$ cat config.mk
export PLATFORM = sky130hd
export DESIGN_NAME = fqa_div_cell
export DESIGN_NICKNAME = d
export VERILOG_FILES = /design/src/hw/rtl/fixed_point_q8_alu_defines.svh /design/src/hw/rtl/fqa_pkg.sv /design/src/hw/rtl/fqa_div_cell.sv
export SDC_FILE = /design/constraint.sdc
export NUM_CORES = 1
export LEC_CHECK = 0
export BUFFER_PORTS_ARGS = -buffer_cell sky130_fd_sc_hd__buf_2
export CORE_AREA = 5 5 180 182
export CTS_CLUSTER_SIZE = 30
export DETAILED_ROUTE_END_ITERATION = 8
export DIE_AREA = 0 0 185 187
export SKIP_LAST_GASP = 1
export SLEW_MARGIN = 15
export SYNTH_ARGS = -nofsm -noshare
export SYNTH_HDL_FRONTEND = slang
export SYNTH_SLANG_ARGS = --single-unit
$ cat constraint.sdc
create_clock -name clock -period 4.7 [get_ports clock]
set_input_delay 0.94 -clock clock [delete_from_list [all_inputs] [get_ports clock]]
set_output_delay 0.94 -clock clock [all_outputs]
set_load 0.01 [all_outputs]
$ cat src/hw/rtl/fixed_point_q8_alu_defines.svh
// ----------------------------------------------------------------------------
// Fixed-point ALU assertion macros
// Shared concurrent assertion forms for the RTL.
// ----------------------------------------------------------------------------
`ifndef FIXED_POINT_Q8_ALU_DEFINES_SVH
`define FIXED_POINT_Q8_ALU_DEFINES_SVH

// consequent holds in the same cycle as the trigger
`define FQA_ASSERT_SAME(label, clk, rst, trig, cons) \
   label: assert property (@(posedge clk) disable iff (rst) (trig) |-> (cons)) \
      else $error("assertion failed");

// consequent holds in the cycle after the trigger
`define FQA_ASSERT_NEXT(label, clk, rst, trig, cons) \
   label: assert property (@(posedge clk) disable iff (rst) (trig) |=> (cons)) \
      else $error("assertion failed");

`endif

$ cat src/hw/rtl/fqa_pkg.sv
// ----------------------------------------------------------------------------
// Fixed-point ALU package
// Operation codes and transaction payload types.
// ----------------------------------------------------------------------------
package fqa_pkg;

   localparam int unsigned IO_WIDTH = 32;

   typedef enum logic [3:0] {
      OP_ADD  = 4'd0,
      OP_SUB  = 4'd1,
      OP_MUL  = 4'd2,
      OP_DIV  = 4'd3,
      OP_CMP  = 4'd4,
      OP_MIN  = 4'd5,
      OP_MAX  = 4'd6,
      OP_INC  = 4'd7,
      OP_DEC  = 4'd8,
      OP_I2F  = 4'd9,
      OP_F2I  = 4'd10
   } op_type;

   typedef struct packed {
      logic [3:0]                  req_type;
      logic signed [IO_WIDTH-1:0]  operand_a;
      logic signed [IO_WIDTH-1:0]  operand_b;
   } req_type_t_type;

   typedef struct packed {
      logic signed [IO_WIDTH-1:0]  result_raw;
      logic                        a_greater;
      logic                        a_less;
      logic                        a_equal;
      logic                        overflow_flag;
      logic                        divide_by_zero;
   } rsp_type;

   // per-stage control carried along the chain
   typedef struct packed {
      logic       valid;
      logic [3:0] op;
      logic       neg;
      logic       dz;
   } ctl_type;

endpackage

$ cat src/hw/rtl/fqa_div_cell.sv
// ----------------------------------------------------------------------------
// Fixed-point ALU divider cell
// One restoring division step; passes remainder and quotient to its neighbor.
// ----------------------------------------------------------------------------
module fqa_div_cell
   import fqa_pkg::*;
#(
   parameter int unsigned NW = 48,
   parameter int unsigned DW = 32,
   parameter int unsigned PW = 64,
   parameter int unsigned BIT = 0
) (
   input  logic            clock,
   input  logic            reset,
   input  logic            en,
   input  ctl_type         ctl_in,
   input  logic [NW-1:0]   num_in,
   input  logic [DW-1:0]   den_in,
   input  logic [DW-1:0]   rem_in,
   input  logic [NW-1:0]   quo_in,
   input  logic [PW-1:0]   pay_in,
   output ctl_type         ctl_out,
   output logic [NW-1:0]   num_out,
   output logic [DW-1:0]   den_out,
   output logic [DW-1:0]   rem_out,
   output logic [NW-1:0]   quo_out,
   output logic [PW-1:0]   pay_out
);

   logic [DW+1:0] trial;
   logic [DW:0]   shifted;
   logic [DW-1:0] rem_in_nx;
   logic [NW-1:0] quo_in_nx;

   // remainder stays below the divisor, so it fits in DW bits
   always_comb begin
      shifted   = {rem_in, num_in[BIT]};
      trial     = {1'b0, shifted} - {2'b00, den_in};
      rem_in_nx = shifted[DW-1:0];
      quo_in_nx = quo_in;
      if (!trial[DW+1]) begin
         rem_in_nx = trial[DW-1:0];
         quo_in_nx[BIT] = 1'b1;
      end
   end

   ctl_type       ctl_ff;
   logic [NW-1:0] num_ff;
   logic [DW-1:0] den_ff;
   logic [DW-1:0] rem_ff;
   logic [NW-1:0] quo_ff;
   logic [PW-1:0] pay_ff;

   always_ff @(posedge clock) begin
      if (reset) begin
         ctl_ff.valid <= 1'b0;
      end else if (en) begin
         ctl_ff.valid <= ctl_in.valid;
      end
      if (en) begin
         ctl_ff.op  <= ctl_in.op;
         ctl_ff.neg <= ctl_in.neg;
         ctl_ff.dz  <= ctl_in.dz;
         num_ff <= num_in;
         den_ff <= den_in;
         rem_ff <= rem_in_nx;
         quo_ff <= quo_in_nx;
         pay_ff <= pay_in;
      end
   end

   assign ctl_out = ctl_ff;
   assign num_out = num_ff;
   assign den_out = den_ff;
   assign rem_out = rem_ff;
   assign quo_out = quo_ff;
   assign pay_out = pay_ff;

endmodule

==> results of run 1 <==
flip-flops by register name, indices dropped and copies added, names as in the netlist:
| signal | cells |
|---|---|
| quo_out | 48 |
| ctl_out | 7 |
| num_out | 48 |
| rem_out | 32 |
| pay_out | 64 |
| den_out | 32 |
metal layers:
metal / global-route usage (%) / vias to the layer above / wire length [um]
met5: 0 / - / 59
met4: 3.75 / 8 / 536
met3: 5.46 / 43 / 3320
met2: 29.6 / 289 / 15700
met1: 20.0 / 3195 / 11600
li1: - / 3155 / -
stage by stage:
step	hold WS, ps	util [%]
floorplan	528	-
global placement	481	39.4
detailed placement	480	39.4
CTS	494	42.2
global route	526	42.2
finish	495	42.3
logic make-up after synthesis:
group           synth area share [%]
fa+ha+maj                       4.59
simple gates                    5.33
buf+inv                         2.00
compound gates                  8.99
flops                           75.7
mux                            0.929
xor+xnor                        2.49
synth_stat cells, drive strengths merged (3+ instances only):
master / number
a21o: 10
clkbuf: 8
o21ai: 39
buf: 4
a21oi: 28
o211ai: 5
mux2: 4
inv: 35
nand2b: 5
and3: 7
edfxtp: 230
a311oi: 4
a211oi: 3
xor2: 17
nor2: 22
mux2i: 4
nor2b: 3
ha: 32
nor3: 4
xnor2: 9
nand3: 8
o31ai: 4
nor4: 3
o21a: 10
nand2: 49
worst min-delay path by stage:
| stage | startpoint | end | slack, ps | depth (start not counted) |
|---|---|---|---|---|
| 2_1_floorplan | ctl_out[6] | ctl_out[6] | 530 | 2 |
| 3_3_place_gp | ctl_out[6] | ctl_out[6] | 480 | 2 |
| 3_5_place_dp | ctl_out[6] | ctl_out[6] | 480 | 2 |
| 4_1_cts | ctl_out[6] | ctl_out[6] | 490 | 2 |
| 5_1_grt | ctl_out[6] | ctl_out[6] | 530 | 2 |
| 6_report | ctl_out[6] | ctl_out[6] | 490 | 2 |
layout make-up:
cell class,count,area (um2),share of cell area (%)
timing repair buffer,467,2380,18.5
multi-input combinational,297,2060,16.0
inverter,35,131,1.02
tap,396,495,3.85
antenna,3,7.51,0.0584
clock inverter,16,184,1.43
clock buffer,28,679,5.28
sequential,231,6930,53.9
power breakdown:
part / switching (mW) / leakage (nW) / internal (mW)
clock: 0.808 / 0.423 / 1.26
combinational: 0.472 / 2.91 / 0.323
sequential: 0.0458 / 2.26 / 2.49
worst max-delay path, delay by kind of cell:
family | cells | cell delay (ps)
AO/OA/AOI/OAI | 7 | 1690
adder cells (fa/ha/maj) | 2 | 610
buffers and inverters | 3 | 230
XOR/XNOR | 1 | 180
AND/OR/NAND/NOR | 1 | 140
==> flow_summary.json, run 1 <==
{
  "worst_slack_ps": 1160,
  "fin_worst_skew_ps": 0,
  "crit_type": "input pin to flop",
  "ant_nets": 0,
  "cp.arrival_ps": 3800,
  "max-cap-violations": 0,
  "end_kind": "flop",
  "slew_violations": 0,
  "place_area_um2": 12000,
  "grt.total_usage_pct": 16.8,
  "fin_nets": 1325,
  "numCtsBuffers": 26,
  "drtIter0Drc": 374,
  "clk_pin_slew_ps": 60,
  "ys.flop_type": "edfxtp_1",
  "routed_via_density": 4.54,
  "r2r_slack_ps": 4120,
  "hpwl_mm": 24.9,
  "critical_path_peak_fanout": 4,
  "syn_nets": 842,
  "synth_top_area_share_pct": 75.5,
  "clock.fmax_mhz": 283,
  "postCtsResizedCells": 0,
  "power_density_nw_per_um2": 419,
  "setup_viol": 0,
  "status": "completed",
  "wl_mm": 31.2,
  "hold_class": "flop to flop",
  "root_buffer": "clkbuf_16",
  "die_height_um": 187,
  "hold_viol": 0,
  "yosysUniqueCellTypes": 51,
  "cts_max_level": 1,
  "synthArstFlopShare_pct": 0,
  "post-route-period-util_pct": 75.3,
  "r2r-start": "ctl_out[6]",
  "layout_common_cells": "buf_2 (463), edfxtp_1 (230), nand2_1 (49)",
  "cts_sinks": 231,
  "areaGrowthSynthToFinish_pct": 40.5,
  "synthCells": 575,
  "critPathSlowestCell": "fa_1",
  "synth_edf_count": 230,
  "fin_cells": 1473,
  "place_inst": 1426,
  "hold_buffers": 0,
  "start_kind": "input pin",
  "fin_crit_ps": 3540,
  "antenna_found_initial": 6,
  "yosys.area.top_type": "edfxtp_1",
  "cp_common_cell": "inv_1",
  "rsz0062_at_grt": "no",
  "finalInstanceArea_um2": 12900,
  "slew_headroom_pct": 50.9,
  "firstDrtPassIters": 4,
  "io_buffers": 464,
  "die_area_um2": 34600,
  "crit_path_start": "num_in[0]",
  "power.leakage_nw": 5.60,
  "cts.path.max_buffers": 3,
  "r2r-end": "ctl_out[6]",
  "path_cells": "buf_2, inv_1, ha_1, inv_1, fa_1, a211oi_2, o21a_2, a21oi_2, a2111oi_4, nor2_1, a311o_1, a311oi_2, xor2_1, o21ai_1",
  "layout-drive-gt1-share_pct": 48.4,
  "peakVddDrop_uv": 226,
  "io_pins": 465,
  "synth_warnings": 0,
  "synth_seq_cells": 231,
  "cp-endpoint": "rem_out[26]",
  "first_global_vias": 6730,
  "drc_errors": 0,
  "r2r_cells": 2,
  "grt_pass1_wl_mm": 43.9,
  "gp_congestion": 0.859,
  "dieWidth_um": 185,
  "synthTopCellsByArea": "edfxtp_1 (75%), ha_1 (4.4%), o21ai_0 (2.1%), nand2_1 (2.0%), xor2_1 (1.6%)",
  "final_common_cell": "buf_2",
  "overflow": 0,
  "cts_setup_buffers": 0,
  "grt_max_degree": 117,
  "fin_setup_tns_ps": 0,
  "critPathMaxStageDelay_ps": 450,
  "n_fill_cell": 2879,
  "cts_tree": "done",
  "coreArea_um2": 30400,
  "crit_required_ps": 4960,
  "tightest_slew_ps": 731,
  "pre_cts_slack_ps": 624,
  "syn-mean-instance-area_um2": 15.9,
  "vias": 6690,
  "row_count": 64,
  "p_total_mw": 5.39,
  "wire_per_inst_um": 21.2,
  "yosysSeqAreaShare_pct": 75.7,
  "start_util_pct": 30.1,
  "clk_latency_ps": 520,
  "synthesis.area_um2": 9150
}
Power figures use the tool's default switching activity.
==> run 2: changes to the inputs <==
--- a/config.mk
+++ b/config.mk
@@ -5,11 +5,12 @@
 export SDC_FILE = /design/constraint.sdc
 export NUM_CORES = 1
 export LEC_CHECK = 0
+export ABC_AREA = 1
 export BUFFER_PORTS_ARGS = -buffer_cell sky130_fd_sc_hd__buf_2
-export CORE_AREA = 5 5 180 182
+export CORE_AREA = 5 5 175 177
 export CTS_CLUSTER_SIZE = 30
 export DETAILED_ROUTE_END_ITERATION = 8
-export DIE_AREA = 0 0 185 187
+export DIE_AREA = 0 0 180 182
 export SKIP_LAST_GASP = 1
 export SLEW_MARGIN = 15
 export SYNTH_ARGS = -nofsm -noshare
==> constraint.sdc (replaced) <==
create_clock -name clock -period 3.3 [get_ports clock]
set_input_delay 0.66 -clock clock [delete_from_list [all_inputs] [get_ports clock]]
set_output_delay 0.66 -clock clock [all_outputs]
set_load 0.01 [all_outputs]
==> run 2 against run 1 <==
Register-to-register slack lost 1400 ps. Sequential power grew 42%. Power increased by 44%. Global-route usage rose by 1.5 points. Die area fell by 5.3%. Setup slack worse by 69 ps. Sequential share of layout area shrank 3.5 points. Worst hold slack got worse by 200 ps. Clock-buffer cell count increased by 5. Combinational power increased by 52%. Largest cell class unchanged. Largest power group unchanged.
==> flow_summary.json, run 2 <==
{
  "hold_viol": 0,
  "coreArea_um2": 29100,
  "setup_viol": 0,
  "p_clk_share_pct": 38.2,
  "end_kind": "flop",
  "yosys.area.top_type": "edfxtp_1",
  "routed-wl-met3_mm": 2.64,
  "dieWidth_um": 180,
  "die_height_um": 182,
  "fin_setup_tns_ps": 0,
  "post-route-period-util_pct": 66.9,
  "synth_seq_cells": 231,
  "worst_slack_ps": 1090,
  "power.leakage_nw": 6.71,
  "ant_nets": 0,
  "yosysUniqueCellTypes": 28,
  "hold_buffers": 0,
  "synthArstFlopShare_pct": 0,
  "synth_warnings": 0,
  "wl_met1_mm": 12.0,
  "timing.hold.ws_ps": 292,
  "r2r_slack_ps": 2710,
  "final_common_cell": "buf_2",
  "cts.path.max_buffers": 3,
  "cp-endpoint": "rem_out[19]",
  "largest_reg_flops": 64,
  "wire_per_inst_um": 17.8,
  "crit_required_ps": 3570,
  "drc_errors": 0,
  "die_area_um2": 32800,
  "grt.total_usage_pct": 18.4,
  "cts_tree": "done",
  "crit_type": "input pin to flop",
  "finalInstanceArea_um2": 13800,
  "synthCells": 881,
  "vias": 7793,
  "antenna_found_initial": 6,
  "p_int_mw": 5.81,
  "r2r-end": "ctl_out[6]",
  "critical_path_peak_fanout": 31,
  "clk_pin_slew_ps": 60,
  "synthTopCellsByArea": "edfxtp_1 (69%), nand2_1 (12%), inv_1 (5.6%), ha_1 (4.0%), nand3_1 (1.8%)",
  "io_pins": 465,
  "wl_met2_mm": 16.9,
  "gp_congestion": 0.884,
  "cts_max_level": 1,
  "start_util_pct": 34.3,
  "n_fill_cell": 2813,
  "areaGrowthSynthToFinish_pct": 38.1,
  "cts_sinks": 231,
  "place_inst": 1739,
  "post-route-util_pct": 47.3,
  "synth_most_common_cell": "nand2_1",
  "synth_edf_count": 230,
  "power_density_nw_per_um2": 565,
  "slew_headroom_pct": 53.2,
  "cp.arrival_ps": 2480,
  "swShare_pct": 25.3,
  "layout-drive-gt1-share_pct": 37.8,
  "root_buffer": "clkbuf_16",
  "r2r_cells": 2,
  "power_switching_mw": 1.97,
  "row_count": 63,
  "firstDrtPassIters": 4,
  "postCtsResizedCells": 0,
  "pre_cts_slack_ps": 550,
  "top_layer_used": "met4",
  "fin_nets": 1645,
  "p_total_mw": 7.78,
  "synthesis.area_um2": 9970,
  "grt_max_degree": 86,
  "clock.fmax_mhz": 453,
  "layout_common_cells": "buf_2 (463), nand2_1 (307), edfxtp_1 (230)",
  "first_global_vias": 7724,
  "rsz0062_at_grt": "no",
  "fin_worst_skew_ps": 0,
  "power_frac_seq_pct": 46.2,
  "max-cap-violations": 0,
  "start_kind": "input pin",
  "slew_violations": 0,
  "crit_path_start": "den_in[12]",
  "peakVddDrop_uv": 383,
  "syn-mean-instance-area_um2": 11.3,
  "place_area_um2": 12900,
  "numCtsBuffers": 27,
  "cts_setup_buffers": 0,
  "comb_power_share_pct": 15.6,
  "io_buffers": 464,
  "hold_class": "input pin to flop",
  "yosysSeqAreaShare_pct": 69.5,
  "drtIter0Drc": 351,
  "clk_latency_ps": 520,
  "fin_cells": 1794,
  "synth_top_area_share_pct": 69.3,
  "ys.flop_type": "edfxtp_1",
  "hpwl_mm": 26.2,
  "grt_pass1_wl_mm": 46.5,
  "tightest_slew_ps": 703,
  "synth_common_cells": "nand2_1 (307), edfxtp_1 (230), inv_1 (150)",
  "wl_mm": 32.0,
  "status": "completed",
  "overflow": 0,
  "routed_via_density": 4.34,
  "syn_nets": 1148,
  "fin_crit_ps": 2210,
  "r2r-start": "ctl_out[6]"
}
## run 2: area by class of cell
class | count | area, um2 | area share [%]
sequential | 231 | 6930 | 50.3
timing repair buffer | 474 | 2460 | 17.9
multi-input combinational | 491 | 2410 | 17.5
clock buffer | 33 | 698 | 5.07
inverter | 153 | 574 | 4.17
tap | 390 | 488 | 3.55
clock inverter | 16 | 193 | 1.40
antenna | 6 | 15.0 | 0.109
## run 2: power by group through the flow
stage | Sequential (mW) | Combinational [mW] | Clock (mW)
3_5_place_dp | 3.65 | 1.23 | 0
4_1_cts | 3.60 | 1.24 | 3.06
5_1_grt | 3.62 | 1.34 | 3.19
2_1_floorplan | 3.81 | 0.431 | 0
6_report | 3.59 | 1.21 | 2.97
3_3_place_gp | 3.65 | 1.22 | 0
## run 2: worst max-delay path: stages
cell and delay [ps]:
buf_2 90, inv_1 80, ha_1 380, nand2_1 130
nor2_1 200, nand2_1 100, inv_1 70, nand2_2 60
nand2_2 80, nand2_2 60, nand2_4 120, inv_2 40
buf_4 230, nand2_1 100, nand2_1 60
## run 2: kinds of logic after synthesis
| kind of cell | Yosys count | synth area share, % |
|---|---|---|
| and+or+nand+nor | 421 | 17.4 |
| DFF | 231 | 69.5 |
| buffers and inverters | 159 | 6.33 |
| adders and majority gates | 33 | 4.22 |
| AOI/OAI and AO/OA | 22 | 1.22 |
| xor gates and xnor gates | 14 | 1.23 |
| muxes | 1 | 0.100 |
## run 2: worst min-delay path by stage
stage               startpoint         end  slack [ps]  cells after the start
global route             reset  ctl_out[6]         270                      2
CTS                      reset  ctl_out[6]         260                      2
finish                   reset  ctl_out[6]         290                      2
detailed placement  ctl_out[6]  ctl_out[6]         500                      2
global placement    ctl_out[6]  ctl_out[6]         480                      2
floorplan           ctl_out[6]  ctl_out[6]         530                      2
## run 2: layer usage
metal | vias to the layer above | global-route usage, %
li1 | 3885 | -
met1 | 3590 | 21.2
met2 | 280 | 33.8
met3 | 38 | 4.77
met4 | 0 | 4.97
met5 | - | 0
